`config.mk`:
```
export PLATFORM = sky130hd
export DESIGN_NAME = sorted_priority_queue
export DESIGN_NICKNAME = d
export VERILOG_FILES = /design/src/rtl/spq_pkg.sv /design/src/rtl/spq_cell.sv /design/src/rtl/sorted_priority_queue.sv
export SDC_FILE = /design/constraint.sdc
export NUM_CORES = 1
export LEC_CHECK = 0
export ABC_AREA = 0
export ABC_CLOCK_PERIOD_IN_PS = 3400
export BUFFER_PORTS_ARGS = -buffer_cell sky130_fd_sc_hd__buf_2
export CAP_MARGIN = 20
export CORE_MARGIN = 4
export CORE_UTILIZATION = 43
export CTS_BUF_LIST = sky130_fd_sc_hd__clkbuf_8
export DETAILED_ROUTE_END_ITERATION = 7
export MAX_ROUTING_LAYER = met4
export SLEW_MARGIN = 10
export SYNTH_ARGS = -nofsm -noshare
export SYNTH_HDL_FRONTEND = slang
export SYNTH_SLANG_ARGS = --single-unit
```
`constraint.sdc`:
```
create_clock -name clk -period 3.4 [get_ports clk]
set_input_delay 0.68 -clock clk [delete_from_list [all_inputs] [get_ports clk]]
set_output_delay 0.68 -clock clk [all_outputs]
set_load 0.05 [all_outputs]
```
`src/rtl/spq_pkg.sv`:
```
// ----------------------------------------------------------------------------
// Sorted priority queue package
// Types, codes and sizes that the queue cells and the top level share.
// ----------------------------------------------------------------------------
package spq_pkg;

	// Number of cells in the chain, and the width of a count of them.
	localparam int QUEUE_DEPTH = 16;
	localparam int CNT_W       = $clog2(QUEUE_DEPTH + 1);

	localparam int ID_W     = 16;
	localparam int PRIO_W   = 4;
	localparam int OCC_W    = 5;
	localparam int STATUS_W = 2;

	// Operation codes carried in the func field.
	localparam logic FUNC_INSERT = 1'b0;
	localparam logic FUNC_DELETE = 1'b1;

	// Status codes reported with every result item.
	localparam logic [STATUS_W-1:0] ST_DONE      = 2'd0;
	localparam logic [STATUS_W-1:0] ST_FULL      = 2'd1;
	localparam logic [STATUS_W-1:0] ST_NOT_FOUND = 2'd2;

	typedef struct packed {
		logic              func;
		logic [ID_W-1:0]   entry_id;
		logic [PRIO_W-1:0] entry_priority;
	} in_item_t;

	typedef struct packed {
		logic                head_valid;
		logic [ID_W-1:0]     head_id;
		logic [PRIO_W-1:0]   head_priority;
		logic [OCC_W-1:0]    entry_count;
		logic [STATUS_W-1:0] status;
	} out_item_t;

	// Contents of one cell.
	typedef struct packed {
		logic [ID_W-1:0]   id;
		logic [PRIO_W-1:0] prio;
	} slot_t;

	// Operation broadcast to every cell.
	typedef struct packed {
		logic  wr;   // the chain updates in this cycle
		logic  ins;  // insert when set, delete otherwise
		slot_t data; // new entry, or the id to delete
	} op_t;

	// Flags handed from one cell to the next, towards the tail.
	typedef struct packed {
		logic after; // the new entry goes after this cell and all before it
		logic found; // the id to delete was matched at or before this cell
	} link_t;

endpackage

```
`src/rtl/spq_cell.sv`:
```
// ----------------------------------------------------------------------------
// Sorted priority queue cell
// One slot of the sorted chain. On insert it keeps its entry, takes the new
// one or takes its left neighbour's; on delete it keeps its entry or takes
// its right neighbour's.
// ----------------------------------------------------------------------------
module spq_cell (
	input  logic          clk,
	input  spq_pkg::op_t  op,
	input  logic          occupied,
	input  spq_pkg::link_t link_in,
	input  spq_pkg::slot_t left_slot,
	input  spq_pkg::slot_t right_slot,
	output spq_pkg::link_t link_out,
	output spq_pkg::slot_t slot,
	output spq_pkg::slot_t slot_next
);
	import spq_pkg::*;

	slot_t slot_q;
	logic  match;

	// The new entry belongs after this cell if it holds a priority no larger.
	// The first cell that holds the id starts the found flag down the chain.
	always_comb begin
		match          = occupied && (slot_q.id == op.data.id);
		link_out.after = occupied && (slot_q.prio <= op.data.prio);
		link_out.found = link_in.found || match;
	end

	// Next contents: shift towards the tail on insert, towards the head on delete.
	always_comb begin
		slot_next = slot_q;
		if (op.ins) begin
			if (!link_out.after) begin
				slot_next = link_in.after ? op.data : left_slot;
			end
		end else if (link_out.found) begin
			slot_next = right_slot;
		end
	end

	always_ff @(posedge clk) begin
		if (op.wr) begin
			slot_q <= slot_next;
		end
	end

	assign slot = slot_q;

endmodule

```
`src/rtl/sorted_priority_queue.sv`:
```
// ----------------------------------------------------------------------------
// Sorted priority queue
// Bounded queue kept in a chain of cells sorted by ascending priority; equal
// priorities leave in arrival order. Insert or delete-by-id on each item,
// with one result item giving the head, the count and a status.
// ----------------------------------------------------------------------------
//
//  channel | direction | handshake             | payload
//  --------+-----------+-----------------------+-----------------------
//  in      | input     | in_valid / in_ready   | in_item  (in_item_t)
//  out     | output    | out_valid / out_ready | out_item (out_item_t)
//
// Every cell decides its next contents in parallel, and the chain and the result
// are registered at the same edge, so an item can be taken in every cycle while
// the output register is free or being emptied.
// The found flag of a delete ripples through all cells combinationally.
// Reset empties the queue; cell contents are not cleared and are never read
// beyond the count. A stalled result holds off further items.
// ----------------------------------------------------------------------------
module sorted_priority_queue (
	input  logic                clk,
	input  logic                arst_n,
	input  logic                in_valid,
	output logic                in_ready,
	input  spq_pkg::in_item_t   in_item,
	output logic                out_valid,
	input  logic                out_ready,
	output spq_pkg::out_item_t  out_item
);
	import spq_pkg::*;

	logic                 accept;
	logic                 full;
	logic                 found;
	logic [CNT_W-1:0]     count_q;
	logic [CNT_W-1:0]     count_next;
	logic [STATUS_W-1:0]  status;
	logic [CNT_W+OCC_W-1:0] count_ext;
	op_t                  op;
	link_t                links [QUEUE_DEPTH+1];
	slot_t                slots [QUEUE_DEPTH];
	slot_t                slots_next [QUEUE_DEPTH];
	slot_t                head_next;
	logic                 out_valid_q;
	out_item_t            out_item_q;

	// Take an item when the result register is free or being emptied.
	assign in_ready = !out_valid_q || out_ready;
	assign accept   = in_valid && in_ready;
	assign full     = (count_q == CNT_W'(QUEUE_DEPTH));
	assign found    = links[QUEUE_DEPTH].found;

	// Broadcast operation; a full insert and an unmatched delete write nothing.
	always_comb begin
		op.ins     = (in_item.func == FUNC_INSERT);
		op.data.id = in_item.entry_id;
		op.data.prio = in_item.entry_priority;
		op.wr      = accept && (op.ins ? !full : found);
	end

	// The head of the chain sees a new entry as going after nothing.
	assign links[0].after = 1'b1;
	assign links[0].found = 1'b0;

	// Chain of cells, head at index zero.
	for (genvar i = 0; i < QUEUE_DEPTH; i++) begin : g_cell
		slot_t left_slot;
		slot_t right_slot;

		if (i == 0) begin : g_head
			assign left_slot = '0;
		end else begin : g_body
			assign left_slot = slots[i-1];
		end

		if (i == QUEUE_DEPTH - 1) begin : g_tail
			assign right_slot = slots[i];
		end else begin : g_inner
			assign right_slot = slots[i+1];
		end

		spq_cell u_cell (
			.clk        (clk),
			.op         (op),
			.occupied   (count_q > CNT_W'(i)),
			.link_in    (links[i]),
			.left_slot  (left_slot),
			.right_slot (right_slot),
			.link_out   (links[i+1]),
			.slot       (slots[i]),
			.slot_next  (slots_next[i])
		);
	end

	// Count and status after the operation.
	always_comb begin
		count_next = count_q;
		status     = ST_DONE;
		if (op.ins) begin
			if (full) begin
				status = ST_FULL;
			end else begin
				count_next = count_q + CNT_W'(1);
			end
		end else begin
			if (found) begin
				count_next = count_q - CNT_W'(1);
			end else begin
				status = ST_NOT_FOUND;
			end
		end
	end

	assign count_ext = {{OCC_W{1'b0}}, count_next};

	// The head cell only changes when the chain is written.
	assign head_next = op.wr ? slots_next[0] : slots[0];

	always_ff @(posedge clk or negedge arst_n) begin
		if (!arst_n) begin
			count_q     <= '0;
			out_valid_q <= 1'b0;
		end else begin
			if (accept) begin
				count_q     <= count_next;
				out_valid_q <= 1'b1;
			end else if (out_ready) begin
				out_valid_q <= 1'b0;
			end
		end
	end

	// Result register; the head comes from the head cell's next contents.
	always_ff @(posedge clk) begin
		if (accept) begin
			out_item_q.head_valid    <= (count_next != '0);
			out_item_q.head_id       <= (count_next != '0) ? head_next.id : '0;
			out_item_q.head_priority <= (count_next != '0) ? head_next.prio : '0;
			out_item_q.entry_count   <= count_ext[OCC_W-1:0];
			out_item_q.status        <= status;
		end
	end

	assign out_valid = out_valid_q;
	assign out_item  = out_item_q;

	// The count never passes the number of cells.
	a_count_bound: assert property (@(posedge clk) disable iff (!arst_n)
		count_q <= CNT_W'(QUEUE_DEPTH))
		else $error("queue count beyond depth");

	// A dropped insert leaves the count as it was.
	a_full_hold: assert property (@(posedge clk) disable iff (!arst_n)
		(accept && op.ins && full) |=> (count_q == $past(count_q)))
		else $error("insert into full queue changed the count");

	// A delete on an empty queue reports not found.
	a_empty_delete: assert property (@(posedge clk) disable iff (!arst_n)
		(accept && !op.ins && (count_q == '0)) |=>
		(out_item_q.status == ST_NOT_FOUND))
		else $error("delete on empty queue not flagged");

	// The two cells nearest the head stay in priority order.
	a_head_order: assert property (@(posedge clk) disable iff (!arst_n)
		(count_q >= CNT_W'(2)) |-> (slots[0].prio <= slots[1].prio))
		else $error("head cells out of order");

endmodule
```
# ---- Word level (Yosys, flattened, before mapping)
# Index checks and enable logic that the tools add are counted.
dict set report totals {
  regBits 354
  input_bits 25
  output_inout_bits 30
  wordCells 259
}
dict set report op_classes {
  addsub 2
  order_cmp 32
  eq_ne 45
  mux 70
  bitwise_logic 2
  n_reduce_logical 69
}
# operator n
set ops {}
lappend ops {{2-to-1 mux 20 bit} 61}
lappend ops {{== test 16 bit} 16}
lappend ops {{<= comparator 4 bit} 16}
lappend ops {{AND reduction 3 bit} 15}
lappend ops {{> comparator 5 x 4 -> 1 bit, second input constant} 8}
lappend ops {{logical AND 1 bit} 34}
lappend ops {{inequality test 2 x 1 -> 1 bit, second input constant} 14}
lappend ops {{inequality test 2 bit, second input constant} 14}
lappend ops {{> comparator 5 x 3 -> 1 bit, second input constant} 4}
lappend ops {{logical OR 1 bit} 16}
lappend ops {{2-to-1 mux 5 bit} 3}
lappend ops {{> comparator 5 x 1 -> 1 bit, second input constant} 2}
lappend ops {{> comparator 5 x 2 -> 1 bit, second input constant} 2}
lappend ops {{adder 5 x 1 -> 5 bit, second input constant} 1}
lappend ops {{== test 5 bit, second input constant} 1}
lappend ops {{nonzero test 5 bit} 1}
lappend ops {{subtractor 5 x 1 -> 5 bit, second input constant} 1}
lappend ops {{2-to-1 mux 1 bit} 4}
lappend ops {{2-to-1 mux 2 bit} 2}
lappend ops {{logical NOT 1 bit} 2}
lappend ops {{inverter 1 bit} 2}
lappend ops {{nonzero test 2 bit} 1}

# ---- Longest topological paths before layout
dict set report logic_depth {
  word_depth 20
  ltp_mapped 15
  ltp_nobuf 12
}

# ---- Cells and area by module
# From an unflattened synthesis, not the netlist that was laid out.
dict set report unflattened {
  cells_unflattened 3062
  hier_area_um2 30775.8
}
# mod instances cells_each area_per_inst_um2 seq_area_each_um2
set modules_own_cells {}
lappend modules_own_cells {{spq_cell at g_cell[15].u_cell ...} 10 180 1801.7 600.6}
lappend modules_own_cells {{spq_cell at g_cell[0].u_cell ...} 6 181 1784.2 600.6}
lappend modules_own_cells {sorted_priority_queue 1 176 2053.2 991.0}

# ---- Worst setup path after synthesis
# OpenSTA, ideal clock, no wires.
dict set report synth_timing {
  path_kind {input to register}
  start {in in_item[1] (netlist bit)}
  end {reg g_cell[7].u_cell.slot_q (netlist bit g_cell[7].u_cell.slot[0]) (enable)}
  setup_time_ps 396
  arrival_time_ps 3877
  required_time_ps 3004
  setup_slack_ps -873
  path_stages 13
  n_path_buf 3
  path_cell_list {inv_1 > clkbuf_1 > ha_1 > nor2b_1 > o21ai_0 > nand2b_1 > a21oi_1 > a41oi_1 > or2_2 > clkbuf_1 > clkbuf_1 > nor2_1 > a211oi_2}
}
dict set report synth_via {
  elab_chain_len 4
}
# element line
set synth_rtl {}
lappend synth_rtl {{start, declared} sorted_priority_queue.sv:25} ;# input spq_pkg::in_item_t in_item,
lappend synth_rtl {{<= comparator 4 bit} spq_cell.sv:27} ;# link_out.after = occupied && (slot_q.prio <= op.data.prio);
lappend synth_rtl {{logical AND 1 bit} spq_cell.sv:27}
lappend synth_rtl {{inequality test 2 bit (no source line)} --}
lappend synth_rtl {{AND reduction 3 bit (no source line)} --}
lappend synth_rtl {{end signal, assigned} spq_cell.sv:45} ;# slot_q <= slot_next;
lappend synth_rtl {{end, declared} spq_cell.sv:20} ;# slot_t slot_q;
# Every way passes these cells.
# A chain may end at the register's enable or synchronous reset.

# ---- Worst setup path in the final report
dict set report layout_timing {
  start {reg g_cell[8].u_cell.slot_q (netlist bit g_cell[8].u_cell.slot[11])}
  end {reg g_cell[7].u_cell.slot_q (netlist bit g_cell[7].u_cell.slot[8]) (enable)}
}
dict set report layout_via {
  elab_chain_len 13
}
# element line
set layout_rtl {}
lappend layout_rtl {{start, declared} spq_cell.sv:20}
lappend layout_rtl {{start signal, assigned} spq_cell.sv:45}
lappend layout_rtl {{== test 16 bit} spq_cell.sv:26} ;# match = occupied && (slot_q.id == op.data.id);
lappend layout_rtl {{logical AND 1 bit} spq_cell.sv:26}
lappend layout_rtl {{logical OR 1 bit (8 in series)} spq_cell.sv:28} ;# link_out.found = link_in.found || match;
lappend layout_rtl {{2-to-1 mux 1 bit} sorted_priority_queue.sv:58} ;# op.wr = accept && (op.ins ? !full : found);
lappend layout_rtl {{logical AND 1 bit} sorted_priority_queue.sv:58}
lappend layout_rtl {{AND reduction 3 bit (no source line)} --}
# Every way passes these cells.

==> results.toml <==
[grt]
track_usage_pct = 25.5
antenna_found_initial = 1
grt_first_pass_wirelength_um = 110000
top_usage_layer = "met2"
grt_util_met3_pct = 4.02
use_met1_pct = 33.6
grt_max_degree = 112
use_met2_pct = 40.8
overflow = 0
grt_pass1_vias = 18100

[synthesis]
synth_common_cells = "nand2_1 (357), edfxtp_1 (328), o21ai_0 (315)"
synth_area_leader_cell = "edfxtp_1"
yosys.cell_types.count = 61
yosys_warnings = 0
async_flop_share_pct = 1.69
netlist_top_cells_area = "edfxtp_1 (43%), mux2i_1 (11%), o21ai_0 (6.8%), nand2_1 (5.8%), xnor2_1 (5.5%)"
synth_most_common_cell = "nand2_1"
yosys_register_bits = 354
synth_cells = 2257
synth_ff_type = "edfxtp_1"
postSynthAreaPerCell_um2 = 10.2
synthesis.area_um2 = 23000
synth_fp_nets = 2352
ys_seq_area_share_pct = 45.2
synth_edf_count = 328
synth_top_area_share_pct = 42.8

[floorplanning]
io_pins = 55
start_util_pct = 43.6
die_w_um = 239
core_um2 = 52800
rows = 84
die_area_um2 = 57300
die_y_um = 239

[drt]
routed-via-count = 18100
routedWlPerCell_um = 22.7
ant_nets = 0
drc = 0
avgViaCountPerCell = 5.74
first_pass_iters = 6
wl_um = 71600
drtIter0Drc = 1841

[timing]
fin_hold_ws_ns = 0.250
post-route-period-util_pct = 97.1
max_freq_ghz = 0.303
fin_skew_ns = 0.0326
tns_ns = 0
finalMaxSlewViolations = 0
hold_viol_final = 0
slew_headroom_pct = 48.2
worst_pin_slew_ns = 0.777
period_needed_ns = 3.30
setup_viol = 0

[layout]
register_area_um2 = 10400
nNetsFinal = 2521
antenna_cells = 0
fin_cells = 3153
final_area_um2 = 27200
drive_gt1_share_pct = 20.4
fillers = 4791
multiInputGateArea_um2 = 11900
syn2layout_area_growth_pct = 18.3

[min_path]
hold_path.class = "input pin to flip-flop"

[worst_setup_path]
critPathCaptureType = "flip-flop"
crit_fanout = 20
path_class = "flip-flop to flip-flop"
required_ns = 3.73
critPathSlowestCell = "nor4_1"
cp_common_cell = "buf_12"
max_stage_delay_ns = 0.49
path_cells = "xor2_1, nor4_1, nand4_1, nor2_1, a211oi_2, buf_4, nand3_4, nor2_4, a211o_2, buf_12, a211oi_4, buf_12"
critPathArrivalTime_ns = 3.63
start_kind = "flip-flop"

[placed_design]
place.gp.congestion = 0.938
hpwl_um = 52100
place_area_um2 = 26000
io_buffers = 54
place_inst = 3041

[cts]
cts_max_path_buffers = 3
h-tree-depth = 3
clock_latency_ns = 0.65
numCtsBuffers = 68
cts_tree = "done"
cts_root_buf = "clkbuf_8"
clk_pin_slew_ns = 0.06
cts_sinks = 354

[status]
status = "finished clean"

[power]
power.density_nw_per_um2 = 546
total_power_mw = 14.9
ir_drop_v = 0.000283
p_leak_nw = 10.8

[job]
maxCapViolations = 0
## kinds of logic after synthesis
logic type / Yosys count / synth area share, %
muxes: 296 / 13.1
DFF: 354 / 45.2
AOI/OAI and AO/OA: 469 / 11.8
buffers and inverters: 217 / 4.65
and+or+nand+nor: 592 / 11.6
adders and majority gates: 70 / 3.80
xor gates and xnor gates: 259 / 9.85
## stage by stage
stage                     worst slack [ns]  util (%)
after floorplan                     -0.103         -
final                               0.0983      51.6
after global placement              -0.402      49.2
after CTS                           0.0509      51.5
after global routing               -0.0223      51.6
after detailed placement            -0.382      49.2
## worst paths after layout
check / from / end / slack [ns] / cells past startpoint
min in group asynchronous: arst_n / out_valid$_DFFE_PN0P_ / 0.45 / 2
setup reg to reg: g_cell[8].u_cell.slot[11]$_DFFE_PP_ / g_cell[7].u_cell.slot[8]$_DFFE_PP_ / 0.1 / 12
setup / recovery: g_cell[8].u_cell.slot[11]$_DFFE_PP_ / g_cell[7].u_cell.slot[8]$_DFFE_PP_ / 0.1 / 12
max in group asynchronous: arst_n / count_q[0]$_DFFE_PN0P_ / 2.79 / 2
hold reg to reg: g_cell[0].u_cell.slot[0]$_DFF_P_ / g_cell[0].u_cell.slot[0]$_DFF_P_ / 0.52 / 2
hold / removal: in_valid / out_valid$_DFFE_PN0P_ / 0.25 / 2
## metal layers
metal	routed length (µm)	up-vias	share of wire, %
met5	0	-	0
met4	2100	0	2.9
met3	4400	129	6.1
met2	34300	645	48
met1	30800	8871	43
li1	-	8438	-
## sequential cells by signal, summed over array words and instances (netlist names)
register and flops:
out_item 28, g_cell.u_cell.slot 320, out_valid 1, count_q 5
## power by group
group          switching [mW]  internal, mW
registers               0.356          5.25
clock network            1.89          2.07
logic                    2.99          2.33
## layout make-up
type	count	share of cell area, %
Tap cell	688	3.16
Inverter	25	0.344
Clock inverter	38	0.822
Multi-Input combinational cell	1687	43.7
Timing Repair Buffer	290	10.3
Sequential cell	354	38.2
Clock buffer	71	3.59
## cell usage in the layout, fill, tap and decap left out, types with 19 or more instances in the layout
| master | synthesis | layout |
|---|---|---|
| buf_4 | 23 | 175 |
| mux2_2 | 39 | 39 |
| dfxtp_1 | 20 | 20 |
| o21ai_0 | 315 | 315 |
| buf_12 | 0 | 59 |
| inv_1 | 25 | 44 |
| a22oi_2 | 19 | 19 |
| a21oi_1 | 62 | 62 |
| mux2i_1 | 257 | 257 |
| nand2b_1 | 19 | 19 |
| buf_2 | 21 | 53 |
| nand4_1 | 40 | 40 |
| nand2_1 | 357 | 356 |
| edfxtp_1 | 328 | 328 |
| nor2_1 | 75 | 63 |
| ha_1 | 70 | 70 |
| clkbuf_8 | 0 | 71 |
| o211ai_1 | 23 | 23 |
| nor4_1 | 32 | 28 |
| xnor2_1 | 145 | 134 |
| xor2_1 | 114 | 114 |
## worst max-delay path: cells and delay by family, from the launching register on
family          cells  cell delay (ns)
flops               1             0.48
simple gates        5             1.05
buf+inv             3             0.55
compound gates      3             0.71
xor+xnor            1             0.18
## what timing repair did
action	CTS	global route
setup endpoints to repair	35	181
cloned	0	1
hold endpoints to repair	6	0
setup buffers	0	1
hold buffers	1	0
pin swaps	0	4
resized for setup	2	9
Note: power is estimated with default switching activity, not from simulation.
